$ cat config.mk
export PLATFORM = sky130hd
export DESIGN_NAME = mtcr_attr_decode
export DESIGN_NICKNAME = d
export VERILOG_FILES = /design/src/sv/mtcr_pkg.sv /design/src/sv/mtcr_attr_decode.sv
export SDC_FILE = /design/constraint.sdc
export NUM_CORES = 1
export LEC_CHECK = 0
export ABC_CLOCK_PERIOD_IN_PS = 1600
export BUFFER_PORTS_ARGS = -buffer_cell sky130_fd_sc_hd__buf_4
export CORE_MARGIN = 4
export CORE_UTILIZATION = 30
export DETAILED_ROUTE_END_ITERATION = 6
export PLACE_DENSITY = 0.92
export SLEW_MARGIN = 20
export SYNTH_ARGS = -nofsm -noshare
export SYNTH_HDL_FRONTEND = slang
export SYNTH_SLANG_ARGS = --single-unit
$ cat constraint.sdc
create_clock -name vclk -period 1.6
set_clock_uncertainty 0.1 [all_clocks]
set_input_delay 0.24 -clock vclk [all_inputs]
set_output_delay 0.24 -clock vclk [all_outputs]
set_load 0.01 [all_outputs]
$ cat src/sv/mtcr_pkg.sv
// Package for the monochrome text cell row renderer.
// Holds widths, font geometry, register indexes and the shared structs.
// No dependencies.
package mtcr_pkg;

  localparam int unsigned FONT_DEPTH = 8192;
  localparam int unsigned CELL_WIDTH = 9;
  localparam int unsigned FontAw = $clog2(FONT_DEPTH);

  localparam logic [7:0] AttrColorMask = 8'b0111_0111;
  localparam logic [7:0] AttrReverse   = 8'b0111_0000;
  localparam logic [2:0] AttrUnderline = 3'b001;
  localparam logic [2:0] FgFull        = 3'b111;
  localparam logic [2:0] LineGfxTop    = 3'b110;
  localparam logic [3:0] BgBright      = 4'hF;

  typedef enum logic [2:0] {
    RegCharHeight  = 3'd0,
    RegCursorStart = 3'd1,
    RegCursorEnd   = 3'd2,
    RegCursorMode  = 3'd3,
    RegCursorAddr  = 3'd4,
    RegBlinkEnable = 3'd5,
    RegVideoEnable = 3'd6
  } reg_index_e;

  typedef enum logic [1:0] {
    CursorOff  = 2'd0,
    CursorFast = 2'd1,
    CursorSlow = 2'd2
  } cursor_mode_e;

  typedef struct packed {
    logic [4:0]  char_height;
    logic [4:0]  cursor_start;
    logic [4:0]  cursor_end;
    logic [1:0]  cursor_mode;
    logic [13:0] cursor_address;
    logic        blink_enable;
    logic        video_enable;
  } cfg_t;

  typedef struct packed {
    logic       drawn;
    logic       show;
    logic       cursor_line;
    logic       uline;
    logic       line_gfx;
    logic [3:0] fg_index;
    logic [3:0] bg_index;
  } row_ctrl_t;

endpackage

$ cat src/sv/mtcr_attr_decode.sv
// Attribute, cursor and underline decode for one render beat.
// Depends on mtcr_pkg for cfg_t, row_ctrl_t and attribute constants.
module mtcr_attr_decode (
  input  mtcr_pkg::cfg_t      cfg_i,
  input  logic                action_i,
  input  logic [7:0]          char_code_i,
  input  logic [7:0]          attribute_i,
  input  logic [3:0]          row_i,
  input  logic [10:0]         cell_address_i,
  input  logic                blink_fast_i,
  input  logic                blink_slow_i,
  input  logic                in_display_i,
  output mtcr_pkg::row_ctrl_t ctrl_o
);
  import mtcr_pkg::*;

  logic       char_blink;
  logic       reverse;
  logic       color_set;
  logic       phase_ok;
  logic       is_cursor;
  logic [4:0] row_w;
  logic [4:0] last_line;

  always_comb begin
    row_w      = {1'b0, row_i};
    last_line  = cfg_i.char_height - 5'd1;
    char_blink = cfg_i.blink_enable & attribute_i[7];
    color_set  = (attribute_i & AttrColorMask) != 8'h00;
    reverse    = (attribute_i & AttrColorMask) == AttrReverse;

    unique case (cursor_mode_e'(cfg_i.cursor_mode))
      CursorFast: phase_ok = blink_fast_i;
      CursorSlow: phase_ok = blink_slow_i;
      default:    phase_ok = 1'b0;
    endcase
    is_cursor = phase_ok && (cfg_i.cursor_address[13:11] == 3'b000)
                && (cell_address_i == cfg_i.cursor_address[10:0]);

    ctrl_o.drawn       = action_i & cfg_i.video_enable & in_display_i;
    ctrl_o.show        = ~char_blink | blink_fast_i;
    ctrl_o.cursor_line = is_cursor && (row_w >= cfg_i.cursor_start)
                         && (row_w <= cfg_i.cursor_end);
    ctrl_o.uline       = ctrl_o.show && (attribute_i[2:0] == AttrUnderline)
                         && (cfg_i.char_height != 5'd0) && (row_w == last_line);
    ctrl_o.line_gfx    = char_code_i[7:5] == LineGfxTop;
    if (!color_set) begin
      ctrl_o.fg_index = 4'h0;
    end else if (reverse) begin
      ctrl_o.fg_index = {attribute_i[3], 3'b000};
    end else begin
      ctrl_o.fg_index = {attribute_i[3], FgFull};
    end
    ctrl_o.bg_index = (reverse || (!cfg_i.blink_enable && attribute_i[7])) ? BgBright : 4'h0;
  end

endmodule

==> results.txt <==
status: finished with violations
failing checks: negative setup slack
Ys Warns: 0
required time of the critical path: 1260 ps
slowest stage cell, crit path: or4_4
CP cell instances: buf_8 > inv_4 > ha_4 > xnor2_1 > or4_4 > a21oi_2 > buf_4
clock buffers: 0
GRT overflow: 0
vias in the first global route: 858
drt wl/cell: 12.6 microns
port bufs: 76
final setup vio count: 2
startpoint types: input port
Seq/Total Area, Yosys: 0
# fillers: 128
n_diodes: 0
VDD IR-drop max: 0.147 mV
number of max-cap violations: 0
WL final: 2290 microns
layout cells sized above 1: 0.624
Sequential cell area: 0 sq um
Buf/Inv on CP: 3
fin. max-slew vios: 0
crit path kind: in -> out
clock power share: 0
Tcrit/Tclk final: 1.09
Area Growth Syn to Fin: 118%
post-route cell area: 1320 sq um
# hold bufs at CTS: 0
via count: 861
Via density: 4.73
pre-CTS setup slack: -206 ps
Post-Syn Area: 604 sq um
Cell Int Power: 194 uW
worst-path maximum fanout: 2
die width: 52.9 microns
Die Area: 2800 sq um
Mapped Nets: 160
Min Hold Slack: 625 ps
synth top area cells: ha_1, xor2_1, inv_1, xnor2_1, buf_4
critical path capture point type: output port
unrepaired setup endpoints after global routing: yes
critical path arrival: 1410 ps
fmax: 571 MHz
Comb pwr share: 1.000
I/O pin total: 81
1st-iter DRT viols: 8
antenna violations before repair: 0
sequential cell count: 0
Largest stage delay, worst path: 470 ps
Fin. Hold Viols: 0
detailed placement HPWL: 2050 microns
Sw Pwr: 118 uW
final worst slack: -150 ps
Worst Hold Class: in -> out
Cells after Synth: 81
switching share of power: 0.378
DIE HEIGHT: 52.9 microns
residual DRC count: 0
Lkg Pwr: 0.685 nW
drt pass-1 iters: 2
Syn Area/Cell: 7.46 sq um
Starting Density: 0.332
largest net degree at the start of global routing: 5
clock period minus worst slack: 1750 ps
Worst slew margin: 0.716
Rows: 15
Placer Congestion: 0.727
Seq pwr share: 0
total core area: 1820 sq um
area leader, netlist: ha_1
nets@finish: 238
Top Family by Delay on Critical Path: simple AND/OR/NAND/NOR gates
Global Route Usage Sum: 0.152
ANT nets after route: 0
Worst Tran Pin Value: 421 ps
first-pass GRT wire length: 3350 microns
P per Cell Area: 237 nW/um^2
post-synthesis cell type count: 26
footprint of the multi-input gates: 601 sq um
Synth top area share: 0.228
Post-DP Area: 1210 sq um
## power groups by stage
stage               Clock (mW)  Combinational [mW]  Sequential [mW]
floorplan                    0               0.113                0
global placement             0               0.267                0
detailed placement           0               0.281                0
CTS                          0               0.294                0
global route                 0               0.340                0
finish                       0               0.312                0
## synthesized netlist by cell type (all sizes together)
master,instances
a21oi,4
a211o,1
nor4b,1
nand4,2
o21a,1
nand2,2
nand2b,2
ha,11
or3,1
buf,5
inv,13
nand3b,2
nor4,3
a41oi,1
a211oi,1
a22oi,1
nor2b,2
o21ai,2
nor3,2
xnor2,5
nand3,1
and3,1
or4,2
nor2,3
xor2,12
## cells by family after synthesis
logic type                 after synthesis  synth area share
AOI/OAI and AO/OA                       11             0.124
xor gates and xnor gates                17             0.246
adders and majority gates               11             0.228
buffers and inverters                   18             0.143
and+or+nand+nor                         24             0.259
## cell type report
class / instances / area share
multi-input cells: 63 / 0.455
repair buffers: 81 / 0.478
well taps: 25 / 0.0237
inverters: 13 / 0.0427
## layout by cell type (no fill, tap or decap), types with 2 or more instances in the layout
cell type,count
nand3b_1,2
ha_4,2
xor2_1,12
nor4_1,2
inv_1,10
nand2_1,2
nor2_1,2
ha_1,9
buf_4,77
nor3_2,2
xnor2_1,4
a21oi_1,2
or4_4,2
buf_6,2
a21oi_2,2
nor2b_1,2
buf_8,2
inv_4,3
o21ai_0,2
nand4_1,2
## layer usage
metal | routed length [microns] | global-route usage | part of all wire
met5 | 0 | 0 | 0
met4 | 19 | 0.0170 | 0.0083
met3 | 327 | 0.0366 | 0.14
met2 | 1250 | 0.326 | 0.54
met1 | 695 | 0.143 | 0.30
## what timing repair did
action,4_1_cts,5_1_grt
pin swaps,0,8
cloned,0,0
hold endpoints to repair,0,0
setup endpoints to repair,5,5
buffers inserted,1,0
gates resized for setup,9,13
## through the flow
stage                     power (mW)  utilization  std cells  setup TNS (ps)
after detailed placement       0.281        0.667        181            -497
after floorplan                0.113            -         81               0
final                          0.312        0.724        182            -271
after CTS                      0.294        0.691        182            -334
after global routing           0.340        0.724        182            -390
after global placement         0.267        0.667        181            -371
## path summary, 6_finish.rpt
path	start	end	depth (start not counted)	slack, ps
min	char_code_i[5]	ctrl_o[8]	3	620
max	cfg_i[29]	ctrl_o[9]	7	-150
Power figures use the tool's default switching activity.
