## src/sv/mtcr_pkg.sv

```systemverilog
// Package for the monochrome text cell row renderer.
// Holds widths, font geometry, register indexes and the shared structs.
// No dependencies.
package mtcr_pkg;

  localparam int unsigned FONT_DEPTH = 8192;
  localparam int unsigned CELL_WIDTH = 9;
  localparam int unsigned FontAw = $clog2(FONT_DEPTH);

  localparam logic [7:0] AttrColorMask = 8'b0111_0111;
  localparam logic [7:0] AttrReverse   = 8'b0111_0000;
  localparam logic [2:0] AttrUnderline = 3'b001;
  localparam logic [2:0] FgFull        = 3'b111;
  localparam logic [2:0] LineGfxTop    = 3'b110;
  localparam logic [3:0] BgBright      = 4'hF;

  typedef enum logic [2:0] {
    RegCharHeight  = 3'd0,
    RegCursorStart = 3'd1,
    RegCursorEnd   = 3'd2,
    RegCursorMode  = 3'd3,
    RegCursorAddr  = 3'd4,
    RegBlinkEnable = 3'd5,
    RegVideoEnable = 3'd6
  } reg_index_e;

  typedef enum logic [1:0] {
    CursorOff  = 2'd0,
    CursorFast = 2'd1,
    CursorSlow = 2'd2
  } cursor_mode_e;

  typedef struct packed {
    logic [4:0]  char_height;
    logic [4:0]  cursor_start;
    logic [4:0]  cursor_end;
    logic [1:0]  cursor_mode;
    logic [13:0] cursor_address;
    logic        blink_enable;
    logic        video_enable;
  } cfg_t;

  typedef struct packed {
    logic       drawn;
    logic       show;
    logic       cursor_line;
    logic       uline;
    logic       line_gfx;
    logic [3:0] fg_index;
    logic [3:0] bg_index;
  } row_ctrl_t;

endpackage

```

## src/sv/mtcr_cfg_regs.sv

```systemverilog
// Configuration register file of the text cell row renderer.
// Depends on mtcr_pkg for the register indexes and cfg_t.
module mtcr_cfg_regs (
  input  logic              clk_i,
  input  logic              rst_ni,
  input  logic              cfg_we_i,
  input  logic [2:0]        cfg_index_i,
  input  logic [13:0]       cfg_wdata_i,
  output mtcr_pkg::cfg_t    cfg_o
);
  import mtcr_pkg::*;

  cfg_t cfg_q, cfg_d;

  always_comb begin
    cfg_d = cfg_q;
    if (cfg_we_i) begin
      unique case (reg_index_e'(cfg_index_i))
        RegCharHeight:  cfg_d.char_height    = cfg_wdata_i[4:0];
        RegCursorStart: cfg_d.cursor_start   = cfg_wdata_i[4:0];
        RegCursorEnd:   cfg_d.cursor_end     = cfg_wdata_i[4:0];
        RegCursorMode:  cfg_d.cursor_mode    = cfg_wdata_i[1:0];
        RegCursorAddr:  cfg_d.cursor_address = cfg_wdata_i;
        RegBlinkEnable: cfg_d.blink_enable   = cfg_wdata_i[0];
        RegVideoEnable: cfg_d.video_enable   = cfg_wdata_i[0];
        default: cfg_d = cfg_q;
      endcase
    end
  end

  always_ff @(posedge clk_i or negedge rst_ni) begin
    if (!rst_ni) begin
      cfg_q.char_height    <= 5'd14;
      cfg_q.cursor_start   <= 5'd11;
      cfg_q.cursor_end     <= 5'd12;
      cfg_q.cursor_mode    <= CursorOff;
      cfg_q.cursor_address <= '0;
      cfg_q.blink_enable   <= 1'b0;
      cfg_q.video_enable   <= 1'b0;
    end else begin
      cfg_q <= cfg_d;
    end
  end

  assign cfg_o = cfg_q;

endmodule

```

## config.mk

```make
export PLATFORM = sky130hd
export DESIGN_NAME = mtcr_cfg_regs
export DESIGN_NICKNAME = d
export VERILOG_FILES = /design/src/sv/mtcr_pkg.sv /design/src/sv/mtcr_cfg_regs.sv
export SDC_FILE = /design/constraint.sdc
export NUM_CORES = 1
export LEC_CHECK = 0
export BUFFER_PORTS_ARGS = -buffer_cell sky130_fd_sc_hd__buf_4
export CAP_MARGIN = 20
export CORE_AREA = 5 5 79 81
export CTS_CLUSTER_DIAMETER = 150
export DETAILED_ROUTE_END_ITERATION = 8
export DIE_AREA = 0 0 84 86
export PLACE_DENSITY_LB_ADDON = 0.05
export REMOVE_ABC_BUFFERS = 1
export SLEW_MARGIN = 20
export SYNTH_ARGS = -nofsm -noshare
export SYNTH_HDL_FRONTEND = slang
export SYNTH_SLANG_ARGS = --single-unit
```

## constraint.sdc

```tcl
create_clock -name clk_i -period 0.9 [get_ports clk_i]
set_input_delay 0.135 -clock clk_i [delete_from_list [all_inputs] [get_ports clk_i]]
set_output_delay 0.135 -clock clk_i [all_outputs]
set_load 0.03 [all_outputs]
```

==> results.toml <==
[status]
status = "finished with violations"
violations = "negative setup slack"

[clocking]
clk_latency_ns = 0.27
ctsLongestPathBuffers = 2
clkSlewWorstSetupHoldPaths_ns = 0.07
cts_made_buffers = 5
cts_max_level = 2
cts_tree = "yes"
cts-root-buf = "clkbuf_8"
cts.sinks = 33

[worst_hold_path]
hold_class = "in2reg"

[sta]
hold_slack_ns = 0.08819
maxSlewViolCount = 0
setup_viol = 47
timing.fmax_mhz = 927.3
fin_ws_ns = -0.1784
period_share = 1.198
hold_viol = 0
maxSlewHeadroom = 0.7169
skew_ns = 0
rsz0062_at_grt = "true"
worst_pin_slew_ns = 0.4247
fin_crit_ns = 1.078

[setup_path]
critPathKind = "reg2out"
cp_slowest_stage_delay_ns = 0.54
startpoint_type = "flop"
slowest_stage = "dfstp_2"
arrival_ns = 0.94
end_kind = "output port"
cp.required_ns = 0.76
crit_family = "flip-flops"
crit_buf_inv = 1
critPathMaxFanout = 2
worstPathCellList = "buf_6"

[placement]
placed_cell_area_um2 = 1846
dp_hpwl_um = 2355
gp_congestion = 0.6959
io_buffers = 52

[grt]
grt_pass1_wl_um = 5057
antenna_found_initial = 0
grt_overflow = 0
grt_use_total = 0.09275
grt_pass1_vias = 946
grt_max_degree = 34

[finish]
drive_above_1_share = 0.7847
utilization = 0.4086
final_area_um2 = 2208
largest_reg_flops = 33
area_delta_synth_final_pct = 68.74
nFillCells = 529
n_antenna_cell = 0
nets = 163

[route]
drtPass1Iterations = 2
wl_per_cell_um = 15.86
via_count = 885
drtAntennaViolNets = 0
drc = 0
viasPerCell = 4.097
drt_iter0_drc = 17
drt-total-wl_um = 3425

[synthesis]
ys_ff_latch = 33
synth-seq-area-share = 0.6386
syn_inst = 75
yosys-top-cells-area = "dfrtp_1, mux2_2, dfstp_2"
ys_types = 10
synth_area_per_cell_um2 = 17.45
synth_area_um2 = 1309
yosysWarnings = 0
synth_top_area_cell = "dfrtp_1"
synth_top_cell_area_share = 0.4780

[power_and_ir_drop]
vdd_drop_max_v = 0.0008845
power_density_nw_per_um2 = 2398
leakagePower_nw = 1.001

[floorplan]
coreArea_um2 = 5405
start_util = 0.2421
rows = 27
die_area_um2 = 7224
die_w_um = 84
die_h_um = 86
boundaryPins = 53

[job]
cap_violations = 0
## cell usage in the layout (no fill, tap or decap)
cell and count:
mux2_2 18, buf_6 35, buf_8 1, nor4bb_4 1
clkbuf_16 1, nor4b_4 1, and4bb_4 2, clkbuf_1 2
buf_12 2, dfrtp_1 25, nand4b_1 3, buf_4 23
clkbuf_8 6, mux2_4 15, dlygate4sd3_1 1, dfstp_2 8
## per-layer routing
metal / routed length (um) / track usage / share of wire
met3: 203 / 0.04131 / 0.059
met5: 0 / 0 / 0
met4: 35 / 0.03509 / 0.010
met2: 1679 / 0.1475 / 0.49
met1: 1507 / 0.1107 / 0.44
## power by group
| group | switching (mW) | internal (mW) |
|---|---|---|
| Clock | 0.490 | 0.623 |
| Combinational | 1.00 | 1.07 |
| Sequential | 0.242 | 1.87 |
## synthesized netlist by cell type
| cell | number |
|---|---|
| nor4bb_1 | 1 |
| buf_6 | 1 |
| mux2_2 | 23 |
| nand4b_1 | 3 |
| and4bb_2 | 2 |
| nor4b_4 | 1 |
| dfrtp_1 | 25 |
| mux2_1 | 10 |
| buf_2 | 1 |
| dfstp_2 | 8 |
## cell type report
type,instances,area [um^2],share of cell area
clock buffers,8,90.09,0.04079
multi-input cells,40,535.5,0.2425
flip-flops and latches,33,835.8,0.3785
well taps,72,90.09,0.04079
repair buffers,63,656.9,0.2975
## cells by family (layout without fill, tap and decap cells)
family                 Yosys count  count (layout)  share of synthesized area
and+or+nand+nor                  7               7                    0.06501
buffers and inverters            2              71                    0.01242
muxes                           33              33                     0.2839
DFF                             33              33                     0.6386
## through the flow
step | cells | TNS [ns] | setup WS [ns] | power (mW)
after floorplan | 73 | -18.10 | -1.292 | 3.014
after CTS | 212 | -3.559 | -0.1996 | 5.235
after detailed placement | 203 | -9.722 | -0.3824 | 3.795
final | 216 | -3.415 | -0.1784 | 5.296
after global routing | 216 | -4.831 | -0.2203 | 5.553
after global placement | 203 | -9.112 | -0.3497 | 3.761
## final timing paths
path / cells after the start / from / slack [ns] / to
max: 1 / cfg_o[26] / -0.18 / cfg_o[26]
min: 2 / cfg_wdata_i[5] / 0.09 / cfg_o[7]
max reg2reg: 2 / cfg_o[8] / 0.01 / cfg_o[8]
min reg2reg: 1 / cfg_o[1] / 0.53 / cfg_o[1]
max in group asynchronous: 2 / rst_ni / 0.22 / cfg_o[20]
min in group asynchronous: 2 / rst_ni / 0.34 / cfg_o[7]
## timing repair
| action | CTS | global route |
|---|---|---|
| pin swaps | 0 | 1 |
| endpoints found under the hold margin | 25 | 0 |
| buffers inserted | 0 | 3 |
| cloned | 0 | 1 |
| resized for setup | 39 | 18 |
| hold buffers | 1 | 0 |
| endpoints found under the setup margin | 49 | 51 |
No activity file was read; power rests on OpenSTA's default activity.
