<file path="config.mk">
export PLATFORM = sky130hd
export DESIGN_NAME = mtcr_dot_gen
export DESIGN_NICKNAME = d
export VERILOG_FILES = /design/src/sv/mtcr_pkg.sv /design/src/sv/mtcr_dot_gen.sv
export SDC_FILE = /design/constraint.sdc
export NUM_CORES = 1
export LEC_CHECK = 0
export BUFFER_PORTS_ARGS = -buffer_cell sky130_fd_sc_hd__buf_2
export CAP_MARGIN = 20
export CORE_AREA = 2 2 39 41
export DETAILED_ROUTE_END_ITERATION = 7
export DIE_AREA = 0 0 41 43
export PLACE_DENSITY_LB_ADDON = 0.1
export SYNTH_ARGS = -nofsm -noshare
export SYNTH_HDL_FRONTEND = slang
export SYNTH_SLANG_ARGS = --single-unit
</file>
<file path="constraint.sdc">
create_clock -name vclk -period 0.8
set_clock_uncertainty 0.05 [all_clocks]
set_input_delay 0.04 -clock vclk [all_inputs]
set_output_delay 0.04 -clock vclk [all_outputs]
set_load 0.005 [all_outputs]
</file>
<file path="src/sv/mtcr_pkg.sv">
// Package for the monochrome text cell row renderer.
// Holds widths, font geometry, register indexes and the shared structs.
// No dependencies.
package mtcr_pkg;

  localparam int unsigned FONT_DEPTH = 8192;
  localparam int unsigned CELL_WIDTH = 9;
  localparam int unsigned FontAw = $clog2(FONT_DEPTH);

  localparam logic [7:0] AttrColorMask = 8'b0111_0111;
  localparam logic [7:0] AttrReverse   = 8'b0111_0000;
  localparam logic [2:0] AttrUnderline = 3'b001;
  localparam logic [2:0] FgFull        = 3'b111;
  localparam logic [2:0] LineGfxTop    = 3'b110;
  localparam logic [3:0] BgBright      = 4'hF;

  typedef enum logic [2:0] {
    RegCharHeight  = 3'd0,
    RegCursorStart = 3'd1,
    RegCursorEnd   = 3'd2,
    RegCursorMode  = 3'd3,
    RegCursorAddr  = 3'd4,
    RegBlinkEnable = 3'd5,
    RegVideoEnable = 3'd6
  } reg_index_e;

  typedef enum logic [1:0] {
    CursorOff  = 2'd0,
    CursorFast = 2'd1,
    CursorSlow = 2'd2
  } cursor_mode_e;

  typedef struct packed {
    logic [4:0]  char_height;
    logic [4:0]  cursor_start;
    logic [4:0]  cursor_end;
    logic [1:0]  cursor_mode;
    logic [13:0] cursor_address;
    logic        blink_enable;
    logic        video_enable;
  } cfg_t;

  typedef struct packed {
    logic       drawn;
    logic       show;
    logic       cursor_line;
    logic       uline;
    logic       line_gfx;
    logic [3:0] fg_index;
    logic [3:0] bg_index;
  } row_ctrl_t;

endpackage

</file>
<file path="src/sv/mtcr_dot_gen.sv">
// Dot row builder: expands a font byte into the nine dots of a cell row.
// Depends on mtcr_pkg for row_ctrl_t and CELL_WIDTH.
module mtcr_dot_gen (
  input  mtcr_pkg::row_ctrl_t ctrl_i,
  input  logic [7:0]          glyph_i,
  input  logic                last_dot_i,
  output logic [8:0]          dots_o,
  output logic                last_dot_o
);
  import mtcr_pkg::*;

  logic [CELL_WIDTH-1:0] raw;
  logic                  fill;

  always_comb begin
    for (int x = 0; x < 8; x++) begin
      raw[x] = ctrl_i.show & glyph_i[7-x];
    end
    raw[CELL_WIDTH-1] = ctrl_i.line_gfx & raw[7];
    fill = ctrl_i.cursor_line | ctrl_i.uline;
    if (ctrl_i.drawn) begin
      dots_o     = raw | {CELL_WIDTH{fill}};
      last_dot_o = raw[CELL_WIDTH-1];
    end else begin
      dots_o     = '0;
      last_dot_o = last_dot_i;
    end
  end

endmodule

</file>
==> results of run 1 <==
## layer usage
layer	global-route usage (%)	wire [um]	vias to the layer above
met5	0	0	-
met4	0	0	0
met3	1.047	125	0
met2	9.375	226	21
met1	7.595	211	99
li1	-	-	126
## through the flow
stage	setup WS [ns]	total power, mW	utilization (%)	cells	area, um2
2_1_floorplan	0.3751	0.06490	-	24	147.6
3_3_place_gp	0.09195	0.1348	19.44	62	269.0
3_5_place_dp	0.08391	0.1342	19.44	62	269.0
4_1_cts	0.08391	0.1349	19.44	62	269.0
5_1_grt	0.05848	0.1480	19.44	62	269.0
6_report	0.1085	0.1305	19.44	62	269.0
## worst max-delay path by stage
stage,to,depth (start not counted)
final,dots_o[2],4
after global routing,dots_o[5],4
after CTS,dots_o[2],4
after detailed placement,dots_o[2],4
after global placement,dots_o[2],4
after floorplan,dots_o[0],3
## cell type report
| class | count | area, um2 | share of cell area (%) |
|---|---|---|---|
| multi-input cells | 21 | 125.1 | 46.51 |
| repair buffers | 24 | 120.1 | 44.65 |
| inverters | 1 | 3.754 | 1.395 |
| well taps | 16 | 20.02 | 7.442 |
## power breakdown
group / total [mW] / leakage [nW] / internal (mW) / switching [mW]
Combinational: 0.131 / 0.156 / 0.0698 / 0.0607
Sequential: 0 / 0 / 0 / 0
Clock: 0 / 0 / 0 / 0
## synthesized netlist by cell type
library cell | number | area [um2]
nand4_1 | 1 | 6.260
buf_4 | 1 | 7.510
nor2_4 | 1 | 11.26
a21boi_1 | 7 | 52.55
inv_1 | 1 | 3.750
o21ai_0 | 1 | 5.000
buf_6 | 1 | 11.26
a21boi_2 | 1 | 11.26
nand2_1 | 9 | 33.78
o21ai_1 | 1 | 5.000
## critical path, cell delays in order
cell and delay [ns]:
buf_2 0.12, nor2_4 0.21, a21boi_1 0.10, buf_2 0.13
## cells by family after synthesis
kind of cell | Yosys count
AND/OR/NAND/NOR | 11
AO/OA/AOI/OAI | 10
buffers and inverters | 3
## layout by cell type (no fill, tap or decap)
cell type and count:
a21boi_2 1, inv_1 1, a21boi_1 7, o21ai_1 1, nand4_1 1, o21ai_0 1
buf_2 24, nand2_1 9, nor2_4 1
==> summary.md, run 1 <==
| Metric | Value |
|---|---|
| Status | finished, final reports clean |
| Final nets | 70 |
| Number of global-route vias before repair | 188 |
| Critical Path Fanout Max | 8 |
| Site row count | 14 |
| Peak Freq | 1446 MHz |
| Cts hold-fix bufs | 0 |
| Die area | 0.001763 mm2 |
| Io pins | 32 |
| Total negative slack | 0 ns |
| Seq cells | 0 |
| Post-Synth XOR/XNOR Area | 0% |
| Remaining DRCs | 0 |
| Setup violators final | 0 |
| Number of distinct library cells after synthesis | 10 |
| Area share of and/or/nand/nor cells after synthesis | 34.75% |
| WP data required | 0.71 ns |
| CP Class | input port to primary output |
| GR Overflow Total | 0 |
| Final min period | 0.6915 ns |
| P&R area growth vs syn | 82.20% |
| Pin count of the biggest net entering global routing | 12 |
| Share of cells above drive strength 1 | 56.52% |
| Mapped cell area | 147.6 um2 |
| Initial DRC count | 4 |
| Final Hold Vio Count | 0 |
| RSZ-0062 raised after global routing | false |
| Gp weighted congestion | 0.4964 |
| Post-CTS Setup Bufs | 0 |
| Leak Pwr | 0.1560 nW |
| Mux contribution to synthesized area | 0% |
| CP Capture Type | primary output |
| Antenna Cells | 0 |
| FF+latch area | 0 um2 |
| HPWL after DPL | 446.5 um |
| Resize count post-CTS | 0 |
| Initial Util | 10.67% |
| Hold_sp | last_dot_i |
| Hold Crit Class | input port to primary output |
| ANT nets after route | 0 |
| Maximum vdd drop | 0.1005 mV |
| First-pass GRT wire length | 752 um |
| Clock buffer count | 0 |
| Seq/Total Area, Yosys | 0% |
| Pre-antenna DRT Iters | 3 |
| WHS | 0.3287 ns |
| Count of maximum capacitance violations | 0 |
| Synthesized Nets | 46 |
| Worst slew margin | 85.25% |
| CP arrival | 0.60 ns |
| Synth Area in Adders | 0% |
| Synth Area in Compound Gates | 50.00% |
| Wirelength, routed | 563 um |
| Largest family of logic cells by synthesized area | compound AO/OA/AOI/OAI gates |
| Via-to-Cell Ratio | 3.968 |
| Fin crit share | 86.43% |
| Pwr dens | 485.2 mW/mm2 |
| Initial antenna violation count | 0 |
| Fillers | 179 |
| Chip height | 43 um |
| Hold EP | last_dot_o |
| Vias | 246 |
| Die width | 41 um |
| Slew Viols, Final | 0 |
| Core area | 0.001384 mm2 |
| Cell depth of the worst min-delay path | 4 |
| GRT Util Overall | 5.594% |
| Critical path startpoint | ctrl_i[9] |
| # port buffers | 24 |
| CP Launch Type | input port |
| Worst slew pin tran | 0.2207 ns |
| Mapped Avg Cell Area | 6.152 um2 |
| Synth warn | 0 |
| Post-Synthesis Cells | 24 |
| Avg WL per Cell | 9.081 um |
(Power assumes the default switching activity.)
==> inputs of run 2 (changes only) <==
--- a/config.mk
+++ b/config.mk
@@ -11,6 +11,7 @@
 export DETAILED_ROUTE_END_ITERATION = 7
 export DIE_AREA = 0 0 41 43
 export PLACE_DENSITY_LB_ADDON = 0.1
+export REMOVE_ABC_BUFFERS = 1
 export SYNTH_ARGS = -nofsm -noshare
 export SYNTH_HDL_FRONTEND = slang
 export SYNTH_SLANG_ARGS = --single-unit
==> run 2 against run 1 <==
Maximum frequency hardly changed. Non-clock buffer count stayed put. Die area stayed put. Via count is 8.1% lower. Highest routed layer unchanged. Clock-buffer cell count stayed put. Hold slack worse by 0.0017 ns. Final area stayed put. Cell count stayed put. Routed wire length is 10% lower. Global-route usage is 0.20 points lower. Core utilization stayed put.
==> summary.md, run 2 (synthesis gave the netlist of run 1 again) <==
| Metric | Value |
|---|---|
| Switching share of power | 46.38% (-0.14 points) |
| Leak Pwr | 0.1560 nW (unchanged) |
| Cts hold-fix bufs | 0 (unchanged) |
| CP arrival | 0.60 ns (about the same) |
| Initial DRC count | 0 (-4) |
| Maximum vdd drop | 0.09601 mV (-4.4%) |
| Core area | 0.001384 mm2 (unchanged) |
| P&R area growth vs syn | 82.20% (unchanged) |
| WP data required | 0.71 ns (about the same) |
| Via-to-Cell Ratio | 3.645 (-8.1%) |
| Initial antenna violation count | 0 (unchanged) |
| Hold Crit Class | input port to primary output |
| Post-CTS Setup Bufs | 0 (unchanged) |
| Clock share of power | 0% (unchanged) |
| Share of cells above drive strength 1 | 56.52% (unchanged) |
| Vias | 226 (-8.1%) |
| Final Hold Vio Count | 0 (unchanged) |
| Gate power share | 100.0% (about the same) |
| Dpl ws | 0.1014 ns (+0.01749 ns) |
| Total negative slack | 0 ns (unchanged) |
| Most frequent cells in the layout | buf_2, nand2_1, a21boi_1 |
| Pwr dens | 483.6 mW/mm2 (-0.33%) |
| Worst slew margin | 85.19% (about the same) |
| CP cell instances | buf_2 > nor2_4 > a21boi_1 > buf_2 |
| Most common cell after layout, fill and taps aside | buf_2 |
| Io pins | 32 (unchanged) |
| Chip height | 43 um (unchanged) |
| Int Power | 69.76 uW (about the same) |
| ANT nets after route | 0 (unchanged) |
| Clock buffer count | 0 (unchanged) |
| GR Overflow Total | 0 (unchanged) |
| Pin count of the biggest net entering global routing | 12 (unchanged) |
| Fin crit share | 86.36% (about the same) |
| Worst slew pin tran | 0.2217 ns (+0.0009730 ns) |
| Total power | 130.1 uW (-0.33%) |
| FF+latch area | 0 um2 (unchanged) |
| Seq cells | 0 (unchanged) |
| Number of global-route vias before repair | 169 (-10%) |
| Die area | 0.001763 mm2 (unchanged) |
| # port buffers | 24 (unchanged) |
| Critical Path Fanout Max | 8 (unchanged) |
| Slew Viols, Final | 0 (unchanged) |
| Net Switching | 60.33 uW (-0.64%) |
| RSZ-0062 raised after global routing | false |
| Remaining DRCs | 0 (unchanged) |
| Gp weighted congestion | 0.5003 (+0.79%) |
| Hold_sp | last_dot_i |
| Setup violators final | 0 (unchanged) |
| Count of maximum capacitance violations | 0 (unchanged) |
| Die width | 41 um (unchanged) |
| Final min period | 0.6909 ns (-0.0005540 ns) |
| HPWL after DPL | 394.2 um (-12%) |
| GRT Util Overall | 5.395% (-0.20 points) |
| Setup ws final | 0.1091 ns (+0.0005540 ns) |
| Initial Util | 10.67% (unchanged) |
| Wirelength, routed | 504 um (-10%) |
| Hold EP | last_dot_o |
| Status | finished, final reports clean |
| Peak Freq | 1447 MHz (about the same) |
| Antenna Cells | 0 (unchanged) |
| CP Capture Type | primary output |
| Sequential power share | 0% (unchanged) |
| CP most frequent cell | buf_2 |
| Final nets | 70 (unchanged) |
| CP Launch Type | input port |
| Cell depth of the worst min-delay path | 4 (unchanged) |
| Worst path max stage delay | 0.21 ns (about the same) |
| Slowest CP cell | nor2_4 |
| Site row count | 14 (unchanged) |
| Avg WL per Cell | 8.129 um (-10%) |
| First-pass GRT wire length | 703 um (-6.5%) |
| Pre-antenna DRT Iters | 1 (-2) |
| Resize count post-CTS | 0 (unchanged) |
| CP Class | input port to primary output |
==> run 2: stage by stage <==
step	area, um2	hold WS [ns]	util (%)	std cells
floorplan	128.9	0.09039	-	22
global placement	269.0	0.3249	19.44	62
detailed placement	269.0	0.3252	19.44	62
CTS	269.0	0.3268	19.44	62
global route	269.0	0.3559	19.44	62
finish	269.0	0.3270	19.44	62
==> run 2: worst max path at each step <==
| stage | slack [ns] | endpoint | cells after the start | startpoint |
|---|---|---|---|---|
| global placement | 0.09 | dots_o[4] | 4 | ctrl_i[9] |
| detailed placement | 0.10 | dots_o[1] | 4 | ctrl_i[9] |
| CTS | 0.09 | dots_o[1] | 4 | ctrl_i[9] |
| floorplan | 0.42 | dots_o[0] | 2 | ctrl_i[9] |
| finish | 0.11 | dots_o[1] | 4 | ctrl_i[9] |
| global route | 0.06 | dots_o[1] | 4 | ctrl_i[9] |
==> run 2: final cells by class <==
cell class	count	area [um2]
well taps	16	20.02
fillers	162	1115
repair buffers	24	120.1
inverters	1	3.754
multi-input cells	21	125.1
==> run 2: layer usage <==
metal / routed length [um] / track usage, % / vias up / share of wire (%)
met4: 0 / 0 / 0 / 0
met1: 229 / 6.962 / 81 / 45
li1: - / - / 126 / -
met2: 195 / 9.688 / 19 / 39
met5: 0 / 0 / - / 0
met3: 79 / 0.5236 / 0 / 16
==> run 2: power by group through the flow <==
stage          clock, mW  sequential, mW  combinational (mW)
2_1_floorplan          0               0              0.0495
3_3_place_gp           0               0               0.135
3_5_place_dp           0               0               0.132
4_1_cts                0               0               0.133
5_1_grt                0               0               0.146
6_report               0               0               0.130
==> run 2: critical path: cells and delay by family <==
family	cells	cell delay [ns]
compound gates	1	0.10
buf+inv	2	0.25
simple gates	1	0.21
==> inputs of run 3 (changes only) <==
--- a/config.mk
+++ b/config.mk
@@ -12,6 +12,7 @@
 export DIE_AREA = 0 0 41 43
 export PLACE_DENSITY_LB_ADDON = 0.1
 export REMOVE_ABC_BUFFERS = 1
+export SETUP_SLACK_MARGIN = 0.15
 export SYNTH_ARGS = -nofsm -noshare
 export SYNTH_HDL_FRONTEND = slang
 export SYNTH_SLANG_ARGS = --single-unit
==> run 3 against run 2 <==
Total power grew 7.1%. Final area grew 6.5%. Largest power group unchanged. Non-clock buffer count is the same. Via count grew 4.0%. Core utilization grew 1.3 points. Global-route usage grew 0.10 points. Maximum frequency grew 5.2%. Hold slack lost 0.0014 ns. Sequential share of layout area is the same. Combinational power grew 7%. Routed wire length grew 3.4%. First-iteration DRC count grew 2.
==> summary.md, run 3 (synthesis gave the netlist of run 1 again) <==
| Metric | Value |
|---|---|
| Remaining DRCs | 0 (unchanged) |
| Final nets | 70 (unchanged) |
| Hold Crit Class | input port to primary output |
| Site row count | 14 (unchanged) |
| FF+latch area | 0 um2 (unchanged) |
| ANT nets after route | 0 (unchanged) |
| Final min period | 0.6569 ns (-0.03400 ns) |
| Area after DPL | 269.0 um2 (unchanged) |
| GRT Util Overall | 5.495% (+0.10 points) |
| Core area | 0.001384 mm2 (unchanged) |
| Most common cell after layout, fill and taps aside | buf_2 |
| Seq cells | 0 (unchanged) |
| CP Class | input port to primary output |
| Status | finished, final reports clean |
| # port buffers | 24 (unchanged) |
| Post-layout instance area | 286.5 um2 (+6.5%) |
| Peak Freq | 1522 MHz (+5.2%) |
| Worst slew pin tran | 0.2144 ns (-0.007286 ns) |
| Vias | 235 (+4.0%) |
| Gp weighted congestion | 0.5003 (unchanged) |
| Fin crit share | 82.11% (-4.3 points) |
| Critical Path Fanout Max | 8 (unchanged) |
| Clock buffer count | 0 (unchanged) |
| Via-to-Cell Ratio | 3.790 (+4.0%) |
| CP Capture Type | primary output |
| Setup violators final | 0 (unchanged) |
| CP arrival | 0.57 ns (-0.03 ns) |
| Avg WL per Cell | 8.403 um (+3.4%) |
| Io pins | 32 (unchanged) |
| Chip height | 43 um (unchanged) |
| Share of cells above drive strength 1 | 56.52% (unchanged) |
| Number of global-route vias before repair | 173 (+2.4%) |
| Initial antenna violation count | 0 (unchanged) |
| RSZ-0062 raised after global routing | true |
| First-pass GRT wire length | 717 um (+2.0%) |
| Finished Core Util | 20.71% (+1.3 points) |
| Maximum vdd drop | 0.1099 mV (+14%) |
| Worst slew margin | 85.67% (+0.49 points) |
| HPWL after DPL | 394.2 um (unchanged) |
| WP data required | 0.71 ns (about the same) |
| Most frequent cells in the layout | buf_2, nand2_1, a21boi_1 |
| CP Launch Type | input port |
| Initial Util | 10.67% (unchanged) |
| Wirelength, routed | 521 um (+3.4%) |
| Leak Pwr | 0.1620 nW (+3.8%) |
| Pwr dens | 486.2 mW/mm2 (+0.53%) |
| Initial DRC count | 2 (+2) |
| Slew Viols, Final | 0 (unchanged) |
| Count of maximum capacitance violations | 0 (unchanged) |
| Total negative slack | 0 ns (unchanged) |
| P&R area growth vs syn | 94.07% |
| Fillers | 163 (+0.62%) |
| Cell depth of the worst min-delay path | 4 (unchanged) |
| Final Hold Vio Count | 0 (unchanged) |
| Pin count of the biggest net entering global routing | 12 (unchanged) |
| Pre-antenna DRT Iters | 2 (+1) |
| Antenna Cells | 0 (unchanged) |
| Die width | 41 um (unchanged) |
| GR Overflow Total | 0 (unchanged) |
| Die area | 0.001763 mm2 (unchanged) |
-- run 3: cell types whose count changed in the layout (fill, tap and decap cells not counted) --
cell	change
buf_4	+2
buf_6	+2
buf_2	-4
-- run 3: metrics by stage --
| stage | std cells | setup slack (ns) | hold slack, ns | power (mW) |
|---|---|---|---|---|
| finish | 62 | 0.1431 | 0.3256 | 0.1393 |
| global route | 62 | 0.1003 | 0.3559 | 0.1556 |
| CTS | 62 | 0.1210 | 0.3268 | 0.1422 |
| detailed placement | 62 | 0.1014 | 0.3252 | 0.1319 |
| global placement | 62 | 0.08891 | 0.3249 | 0.1349 |
| floorplan | 22 | 0.4209 | 0.09039 | 0.04954 |
-- run 3: final timing paths --
kind,startpoint,end
max,ctrl_i[10],dots_o[1]
min,ctrl_i[10],dots_o[8]
-- run 3: critical path, stage by stage --
cell,delay [ns]
buf_6,0.10
nor2_4,0.20
a21boi_1,0.10
buf_2,0.13
-- run 3: report_power, final --
group / switching (mW) / internal (mW) / leakage (nW) / total, mW
Sequential: 0 / 0 / 0 / 0
Clock: 0 / 0 / 0 / 0
Combinational: 0.0603 / 0.0790 / 0.162 / 0.139
-- run 3: final cells by class --
class / instances / area [um2] / share of cell area (%)
multi-input combinational: 21 / 125.1 / 43.67
tap: 16 / 20.02 / 6.987
timing repair buffer: 24 / 137.6 / 48.03
inverter: 1 / 3.754 / 1.310
-- run 3: metal layers --
| metal | global-route usage, % | part of all wire [%] | vias up |
|---|---|---|---|
| met5 | 0 | 0 | - |
| met4 | 0 | 0 | 0 |
| met3 | 0.5236 | 15 | 0 |
| met2 | 10.00 | 41 | 19 |
| met1 | 6.962 | 43 | 90 |
| li1 | - | - | 126 |
-- run 3: repair_timing --
action	4_1_cts	5_1_grt
setup endpoints to repair	9	8
hold buffers	0	0
gates resized for setup	4	0
setup buffers	0	0
pin swaps	4	3
cloned	0	0
